--- src/hw/rtl/kpsa_pkg.sv ---
// kpsa_pkg: item types, key map and register indexes for keypad_scan_autorepeat.
// No dependencies.
`timescale 1ns / 1ps

package kpsa_pkg;

    localparam int KEY_COUNT = 15;

    typedef logic [3:0] key_num_t;

    typedef struct packed {
        logic [31:0] group0_word;
        logic [31:0] group1_word;
        logic [31:0] now_tick;
        logic        clear_repeat;
    } kpsa_in_t;

    typedef struct packed {
        key_num_t pressed_key;
        key_num_t clicked_key;
        key_num_t repeat_key;
    } kpsa_out_t;

    // Bit k set: key k reads group one, clear: group zero. Bit 0 unused.
    localparam logic [15:0] KEY_GROUP = 16'hFFF0;

    // Masks of keys 1..15; every mask lies in the low 16 bits of its word.
    localparam logic [15:1][15:0] KEY_MASK = {
        16'h8000, 16'h4000, 16'h2000, 16'h1000, 16'h0800,
        16'h0400, 16'h0200, 16'h0100, 16'h0080, 16'h0040,
        16'h0020, 16'h0010, 16'h0100, 16'h0200, 16'h0300
    };

    localparam logic       REG_INITIAL_DELAY = 1'b0;
    localparam logic       REG_REPEAT_DELAY  = 1'b1;

    localparam logic [15:0] INITIAL_DELAY_RESET = 16'd500;
    localparam logic [15:0] REPEAT_DELAY_RESET  = 16'd175;

endpackage

--- src/hw/rtl/keypad_scan_autorepeat.sv ---
// keypad_scan_autorepeat: key scan decode, click detect and typematic repeat.
// Depends on kpsa_pkg.
`timescale 1ns / 1ps
//
// Usage:
//   Scan channel s_*: one item per key scan carries both active-low raw key
//   words, the current millisecond tick and a flag that forgets the held key.
//   Result channel m_*: one item per scan with the first pressed key, the
//   first newly clicked key and the typematic repeat key (0 means none).
//   Config port: cfg_wr_en writes cfg_wdata to initial_delay (index 0) or
//   repeat_delay (index 1) at the clock edge; write only while idle.
// Timing:
//   An accepted item lands in the input register; when it advances, the decode,
//   the tick compare and the state update run and the result register loads,
//   raising m_valid. One item per cycle is sustained while m_ready is high;
//   the throughput is set by the single input-to-result stage.
// Reset (aresetn low, synchronous): both pipeline registers empty, previous
//   words all ones, no held key, delays back to 500 and 175 ticks.
// Stall: while m_ready is low a waiting result holds; the input register
//   holds one more item, then s_ready drops until the result is taken.

module keypad_scan_autorepeat
    import kpsa_pkg::*;
(
    input  logic        aclk,
    input  logic        aresetn,

    input  logic        s_valid,
    output logic        s_ready,
    input  kpsa_in_t    s_data,

    output logic        m_valid,
    input  logic        m_ready,
    output kpsa_out_t   m_data,

    input  logic        cfg_wr_en,
    input  logic        cfg_index,
    input  logic [15:0] cfg_wdata
);

    logic        in_valid_reg;
    kpsa_in_t    in_data_reg;
    logic        out_valid_reg;
    kpsa_out_t   out_data_reg;
    kpsa_out_t   out_data_next;

    logic [31:0] prev_g0_reg;
    logic [31:0] prev_g1_reg;
    key_num_t    held_key_reg;
    key_num_t    held_key_next;
    logic [31:0] last_tick_reg;
    logic [31:0] last_tick_next;
    logic        repeating_reg;
    logic        repeating_next;
    logic [15:0] init_delay_reg;
    logic [15:0] rep_delay_reg;

    logic        advance;
    logic [15:0] down_now;
    logic [15:0] down_prev;
    key_num_t    pressed;
    key_num_t    clicked;
    key_num_t    held_eff;
    logic [31:0] tick_diff;
    logic [15:0] delay_sel;

    assign advance = in_valid_reg && (!out_valid_reg || m_ready);
    assign s_ready = !in_valid_reg || advance;
    assign m_valid = out_valid_reg;
    assign m_data  = out_data_reg;

    always_comb begin
        down_now  = '0;
        down_prev = '0;
        for (int i = 1; i <= KEY_COUNT; i++) begin
            if (KEY_GROUP[i]) begin
                down_now[i]  = (in_data_reg.group1_word[15:0] & KEY_MASK[i]) == 16'h0;
                down_prev[i] = (prev_g1_reg[15:0] & KEY_MASK[i]) == 16'h0;
            end else begin
                down_now[i]  = (in_data_reg.group0_word[15:0] & KEY_MASK[i]) == 16'h0;
                down_prev[i] = (prev_g0_reg[15:0] & KEY_MASK[i]) == 16'h0;
            end
        end
    end

    always_comb begin
        pressed = '0;
        clicked = '0;
        for (int i = KEY_COUNT; i >= 1; i--) begin
            if (down_now[i]) begin
                pressed = key_num_t'(i);
            end
            if (down_now[i] && !down_prev[i]) begin
                clicked = key_num_t'(i);
            end
        end
    end

    assign held_eff  = in_data_reg.clear_repeat ? '0 : held_key_reg;
    assign tick_diff = in_data_reg.now_tick - last_tick_reg;
    assign delay_sel = repeating_reg ? rep_delay_reg : init_delay_reg;

    always_comb begin
        held_key_next  = held_eff;
        last_tick_next = last_tick_reg;
        repeating_next = repeating_reg;
        out_data_next.pressed_key = pressed;
        out_data_next.clicked_key = clicked;
        out_data_next.repeat_key  = '0;
        if (clicked != '0) begin
            held_key_next            = clicked;
            repeating_next           = 1'b0;
            last_tick_next           = in_data_reg.now_tick;
            out_data_next.repeat_key = clicked;
        end else if (held_eff != '0 && down_now[held_eff]) begin
            if (!tick_diff[31] && tick_diff > {16'h0, delay_sel}) begin
                repeating_next           = 1'b1;
                last_tick_next           = in_data_reg.now_tick;
                out_data_next.repeat_key = held_eff;
            end
        end else begin
            held_key_next = '0;
        end
    end

    always_ff @(posedge aclk) begin
        if (!aresetn) begin
            in_valid_reg  <= 1'b0;
            out_valid_reg <= 1'b0;
            prev_g0_reg   <= '1;
            prev_g1_reg   <= '1;
            held_key_reg  <= '0;
            last_tick_reg <= '0;
            repeating_reg <= 1'b0;
        end else begin
            if (s_ready) begin
                in_valid_reg <= s_valid;
            end
            if (advance) begin
                out_valid_reg <= 1'b1;
                prev_g0_reg   <= in_data_reg.group0_word;
                prev_g1_reg   <= in_data_reg.group1_word;
                held_key_reg  <= held_key_next;
                last_tick_reg <= last_tick_next;
                repeating_reg <= repeating_next;
            end else if (m_ready) begin
                out_valid_reg <= 1'b0;
            end
        end
    end

    always_ff @(posedge aclk) begin
        if (s_ready && s_valid) begin
            in_data_reg <= s_data;
        end
        if (advance) begin
            out_data_reg <= out_data_next;
        end
    end

    always_ff @(posedge aclk) begin
        if (!aresetn) begin
            init_delay_reg <= INITIAL_DELAY_RESET;
            rep_delay_reg  <= REPEAT_DELAY_RESET;
        end else if (cfg_wr_en) begin
            unique case (cfg_index)
                REG_INITIAL_DELAY: init_delay_reg <= cfg_wdata;
                REG_REPEAT_DELAY:  rep_delay_reg  <= cfg_wdata;
                default:           init_delay_reg <= init_delay_reg;
            endcase
        end
    end

    // A click is always reported as the repeat key.
    a_click_reported: assert property (@(posedge aclk) disable iff (!aresetn)
        m_valid && m_data.clicked_key != '0 |-> m_data.repeat_key == m_data.clicked_key)
        else $error("click not reported as repeat key");

    // Any reported key is pressed, so the first pressed key is never above it.
    a_repeat_pressed: assert property (@(posedge aclk) disable iff (!aresetn)
        m_valid && m_data.repeat_key != '0 |->
            m_data.pressed_key != '0 && m_data.pressed_key <= m_data.repeat_key)
        else $error("repeat key reported while not pressed");

    // A held key left in state after a scan was pressed in that scan.
    a_held_pressed: assert property (@(posedge aclk) disable iff (!aresetn)
        advance && held_key_next != '0 |-> down_now[held_key_next])
        else $error("held key kept while released");

    // A stalled input register keeps its item.
    a_in_hold: assert property (@(posedge aclk) disable iff (!aresetn)
        in_valid_reg && !advance |=> in_valid_reg && $stable(in_data_reg))
        else $error("input register lost a stalled item");

    // Reset leaves both stages empty and no held key.
    a_reset_state: assert property (@(posedge aclk)
        !aresetn |=> !in_valid_reg && !out_valid_reg && held_key_reg == '0)
        else $error("state not cleared by reset");

endmodule

--- config.mk ---
export PLATFORM = sky130hd
export DESIGN_NAME = keypad_scan_autorepeat
export DESIGN_NICKNAME = d
export VERILOG_FILES = /design/src/hw/rtl/kpsa_pkg.sv /design/src/hw/rtl/keypad_scan_autorepeat.sv
export SDC_FILE = /design/constraint.sdc
export NUM_CORES = 1
export LEC_CHECK = 0
export BUFFER_PORTS_ARGS = -buffer_cell sky130_fd_sc_hd__buf_2
export CORE_ASPECT_RATIO = 0.8
export CORE_MARGIN = 5
export CORE_UTILIZATION = 49
export DETAILED_ROUTE_END_ITERATION = 10
export PLACE_DENSITY = 0.71
export SETUP_SLACK_MARGIN = 0.05
export SLEW_MARGIN = 20
export SYNTH_ARGS = -nofsm -noshare
export SYNTH_HDL_FRONTEND = slang
export SYNTH_SLANG_ARGS = --single-unit
--- constraint.sdc ---
create_clock -name aclk -period 6.17 [get_ports aclk]
set_clock_uncertainty 0.1 [all_clocks]
set_input_delay 0.3085 -clock aclk [delete_from_list [all_inputs] [get_ports aclk]]
set_output_delay 0.3085 -clock aclk [all_outputs]
set_load 0.05 [all_outputs]
Yosys cells after proc, flatten, opt, wreduce, memory -nomap -nowiden:

Index checks and enable logic that the tools add are counted.

* add/sub/neg operators: 1
* $mul: 0
* div/mod/pow operators: 0
* $lt $le $gt $ge: 2
* equal/unequal tests: 0
* shift-type cells: 0
* multiplexer cells: 46
* bitwise operators: 1
* reductions and logical operators: 79

Operators with widths (count)
* zero test 16 bit: 30
* two-way mux 4 bit: 29
* two-way mux 32 bit: 3
* > comparator 32 x 16 -> 1 bit: 1
* subtractor 32 bit: 1
* logical AND 1 bit: 19
* zero test 1 bit: 18
* two-way mux 16 bit: 1
* two-way mux 3 bit: 4
* nonzero test 4 bit: 2
* OR reduction 7 bit: 1
* two-way mux 1 bit: 6
* nonzero test 2 bit: 3
* < comparator 4 x 5 -> 1 bit, second input constant: 1
* binary-select mux 1 bit (select 4 bit): 1
* two-way mux 2 bit: 2
* AND reduction 2 bit: 2
* AND reduction 3 bit: 1
* OR reduction 3 bit: 1
* logical OR 1 bit: 2
* NOT 1 bit: 1

* flip-flop bits (word level): 168
* bits in latches: 0
* RAM bits: 0
* ROM bits: 0
* input bits: 119
* memories: 0

Logic depth before layout (Yosys ltp):

* word-level depth: 21
* depth in mapped cells: 22
* depth with buffers taken out: 20

Least setup slack after synthesis:

No wires, ideal clock.

* path type: register to register
* from: register in_data_reg[1] in the netlist's numbering
* to: register last_tick_reg[0]
* setup time: 0.072 ns
* arrival time: 4.673 ns
* path slack: 1.326 ns
* cell stages (with the launch flop): 22
* buffers on the path: 2
* period minus slack after synthesis: 4.844 ns
* path through: edfxtp_1 > inv_1 > ha_1 > fa_1 > nand2b_1 > a21oi_1 > nor2_1 > o21ai_0 > a31oi_1 > xnor2_1 > ha_1 > nand4_1 > nor4_1 > o311ai_0 > o21ai_0 > o2111ai_1 > or4_1 > or4_4 > buf_6 > a32oi_4 > buf_8 > mux2i_1

* cells in the longest elaborated chain, start to end: 5

RTL lines
* start: declaration: line keypad_scan_autorepeat.sv:42 `kpsa_in_t in_data_reg;`
* start signal: assignment: line keypad_scan_autorepeat.sv:154 `in_data_reg <= s_data;`
* subtractor 32 bit: line keypad_scan_autorepeat.sv:100 `assign tick_diff = in_data_reg.now_tick - last_tick_reg;`
* > comparator 32 x 16 -> 1 bit or zero test 1 bit (tied branches): line keypad_scan_autorepeat.sv:116 `if (!tick_diff[31] && tick_diff > {16'h0, delay_sel}) begin`
* logical AND 1 bit: line keypad_scan_autorepeat.sv:116
* nonzero test 2 bit (no source line)
* AND reduction 3 bit (no source line)
* end signal: assignment: line keypad_scan_autorepeat.sv:144 `last_tick_reg <= last_tick_next;`
* end: declaration: line keypad_scan_autorepeat.sv:51 `logic [31:0] last_tick_reg;`

Parallel ways exist; a longest one is shown, timed or not. The select of a mux whose other input is x is not followed.
A chain may end at the register's enable or synchronous reset.

Worst setup path after layout:

* from: register in_data_reg[9] in the netlist's numbering
* to: register last_tick_reg[20]

* cells in the longest elaborated chain, start to end: 5

RTL lines (line)
* subtractor 32 bit (*): keypad_scan_autorepeat.sv:100
* > comparator 32 x 16 -> 1 bit or zero test 1 bit (tied branches): keypad_scan_autorepeat.sv:116
* logical AND 1 bit (*): keypad_scan_autorepeat.sv:116
* nonzero test 2 bit (no source line) (*)
* AND reduction 3 bit (no source line) (*)

Every way passes the cells marked *; elsewhere a longest branch is shown, timed or not.

==> out/qor.csv <==
stage,metric,value,unit
yosys,sequential element share of the synthesized area,43.0,%
clocking,CTS root buf,clkbuf_16,
worst_setup_path,crit-path max FO,15,
worst_setup_path,critical path's slowest cell,or4_4,
layout,fin nets,1178,
worst_setup_path,FF-to-FF Start,in_data_reg[9],
worst_setup_path,crit-path max cell delay,0.61,ns
detailed_routing,final WL,18900,um
detailed_routing,DRC violations left,0,
clocking,CTS max path bufs,2,
layout,Area Overhead vs Synth,19.5,%
yosys,post-synthesis cell count,893,
worst_hold_path,Hold Crit Class,primary input to flip-flop,
timing,part of the cycle the worst path needs,93.6,%
clocking,TritonCTS clock tree,done,
yosys,ys async rst share,0,%
worst_setup_path,Worst EP arrival,6.03,ns
clocking,H-Tree Depth,4,
clocking,Worst-Skew Late Latency,0.43,ns
placed_design,dpl ws,0.358,ns
global_route,number of global-route vias before repair,6367,
outcome,status,finished clean,
worst_setup_path,CP Capture Type,flip-flop,
worst_setup_path,Worst setup SP type,flip-flop,
layout,multi-input logic area,4150,um2
global_route,largest net degree at the start of global routing,92,
global_route,initial antenna violation count,0,
yosys,cell area after synthesis,8080,um2
die,io pins,133,
placed_design,Routability Congestion,0.911,
global_route,first-pass GRT wire length,31600,um
layout,"commonest non-fill, non-tap cell in the layout",nand2_1,
placed_design,DP HPWL,13200,um
worst_setup_path,Bufs and invs on worst path,1,
timing,Worst-Margin Slew,0.904,ns
detailed_routing,Via Count,6717,
worst_setup_path,Worst Path Required,6.42,ns
layout,register area,3470,um2
layout,Finished Layout Cells,1244,
job,MaxCap Viol Count,0,
timing,post-route setup slack,0.396,ns
worst_hold_path,Hold Path Stages,3,
clocking,CTS buffer count,17,
die,die area,19200,um2
worst_hold_path,hold path start,cfg_wdata[7],
yosys,syn_area_per_cell,9.05,um2
power,Final Total Pwr,2.62,mW
worst_setup_path,R2R setup slack,0.40,ns
worst_setup_path,crit path kind,flip-flop to flip-flop,
timing,final setup TNS,0,ns
timing,final setup vio count,0,
timing,Peak Freq,0.173,GHz
power,Pwr per Cell Area,272,nW/um2
die,DIE WIDTH,154,um
placed_design,Port-buffer cells,82,
layout,Antenna Cells,0,
layout,share of layout cells above drive strength 1,14.2,%
die,DIE HEIGHT,125,um
yosys,yosys warns,0,
detailed_routing,Routed Antenna Nets,0,
timing,"Hold Vio Cnt, Final",0,
placed_design,placed cell count,1160,
yosys,Syn Nets,1060,
global_route,grt ovf,0,
worst_setup_path,worst r2r path cells,18,
power,Leak Pwr,3.96,nW
yosys,Post-synth EDFFs,59,
layout,most frequent cells in the layout,"201 x nand2_1, 85 x dfxtp_1, 82 x buf_2, 73 x a21oi_1, 59 x edfxtp_1",
yosys,"Top FF cell, synth",dfxtp_1,
clocking,CTS sink cnt,144,
global_route,GR Util All Layers,20.0,%
worst_setup_path,cell family with most CP delay,simple AND/OR/NAND/NOR gates,
yosys,Synth Register Bits,144,
worst_setup_path,critical-path cell list,ha_1 -> a21oi_1 -> o21ai_0 -> a21oi_1 -> and2_1 -> o21ai_0 -> xor2_1 -> ha_1 -> nand4_1 -> nor4_2 -> o311ai_0 -> o21ai_0 -> o2111ai_1 -> or4_1 -> or4_4 -> a32oi_4 -> buf_12 -> mux2i_1,
timing,Rel. slew slack,39.7,%
detailed_routing,DRT Pass-1 Iters,5,
detailed_routing,vias per cell,5.40,
timing,Slew Limit Fails,0,
layout,Fill cells,1445,
timing,RSZ-0062 raised after global routing,false,
yosys,Yosys cell types,67,
worst_setup_path,reg-to-reg critical path endpoint,last_tick_reg[20],
timing,fin crit period,5.77,ns
die,Starting Density,49.3,%
die,core area,16400,um2
clocking,"CTS clk-pin slew, worst paths",0.06,ns
detailed_routing,WL per Instance,15.2,um
power,Peak VDD IR,0.000180,V
layout,max reg flops,47,
worst_setup_path,most frequent cell on the critical path,o21ai_0,
worst_hold_path,Worst Hold End,rep_delay_reg[7],
die,Cell Rows,42,
detailed_routing,initial DRC count,444,
-- cell type report --
type,instances,share of cell area (%)
multi-input combinational,660,43.0
sequential,144,36.0
timing repair buffer,141,10.4
clock buffer,17,4.40
tap,220,2.85
inverter,47,1.83
clock inverter,15,1.55
-- synth_stat cells, types with 7 or more instances --
| library cell | instances | share of area [%] |
|---|---|---|
| ha_1 | 47 | 7.3 |
| o21ai_0 | 32 | 2.0 |
| mux2i_1 | 48 | 5.9 |
| nor2b_1 | 10 | 0.77 |
| xnor2_1 | 12 | 1.3 |
| a21oi_1 | 73 | 4.5 |
| nand3_1 | 26 | 1.6 |
| xor2_1 | 13 | 1.4 |
| edfxtp_1 | 59 | 22 |
| a21o_1 | 7 | 0.65 |
| a21boi_0 | 7 | 0.65 |
| nand4_1 | 16 | 1.2 |
| a22oi_1 | 7 | 0.65 |
| nand2b_1 | 12 | 0.93 |
| inv_1 | 45 | 2.1 |
| o211ai_1 | 14 | 1.3 |
| clkbuf_1 | 17 | 0.79 |
| nor2_1 | 40 | 1.9 |
| nor3_1 | 13 | 0.80 |
| dfxtp_1 | 85 | 21 |
| nand2_1 | 201 | 9.3 |
-- where the power goes --
group | leakage (nW) | internal, mW | switching (mW)
Sequential | 1.27 | 1.05 | 0.0371
Clock | 0.282 | 0.568 | 0.440
Combinational | 2.41 | 0.217 | 0.310
-- worst min-delay path, delay by kind of cell --
family | cells | cell delay [ns]
buf+inv | 1 | 0.10
simple gates | 2 | 0.11
-- cell families (layout without fill, tap and decap cells) --
kind of cell	Yosys count	in the layout	share of synthesized area, %
AND/OR/NAND/NOR	343	343	18.9
buffers and inverters	89	220	5.79
multiplexers	51	51	6.64
adder cells (fa/ha/maj)	48	48	7.52
XOR/XNOR	25	25	2.71
flip-flops	144	144	43.0
AO/OA/AOI/OAI	193	193	15.4
-- per-layer routing --
layer | wire length [um] | share of wire [%] | global-route usage [%] | up-vias
li1 | - | - | - | 3403
met1 | 9300 | 49 | 28.9 | 3118
met2 | 8270 | 44 | 29.9 | 176
met3 | 1050 | 5.6 | 4.62 | 20
met4 | 236 | 1.3 | 5.76 | 0
met5 | 0 | 0 | 0 | -
-- stage by stage --
step	instance area, um2	util [%]	hold WS, ns
floorplan	8080	-	0.307
global placement	8560	52.2	0.341
detailed placement	8560	52.2	0.346
CTS	9650	58.9	0.000723
global route	9660	58.9	0.0157
finish	9660	58.9	0.0149
-- worst max path at each step --
stage               depth (start not counted)            from                end  slack, ns
floorplan                                  21  in_data_reg[1]   last_tick_reg[0]       1.33
global placement                           20  in_data_reg[1]  last_tick_reg[18]       0.51
detailed placement                         18  in_data_reg[9]  last_tick_reg[11]       0.36
CTS                                        18  in_data_reg[9]  last_tick_reg[20]       0.30
global route                               20  in_data_reg[1]  last_tick_reg[15]       0.05
finish                                     18  in_data_reg[9]  last_tick_reg[20]       0.40
-- what timing repair did --
item / CTS / global route
endpoints found under the hold margin: 52 / 0
endpoints found under the setup margin: 0 / 28
hold buffers: 52 / 0
setup buffers: 0 / 0
gates resized for setup: 0 / 1
Power figures use the tool's default switching activity.
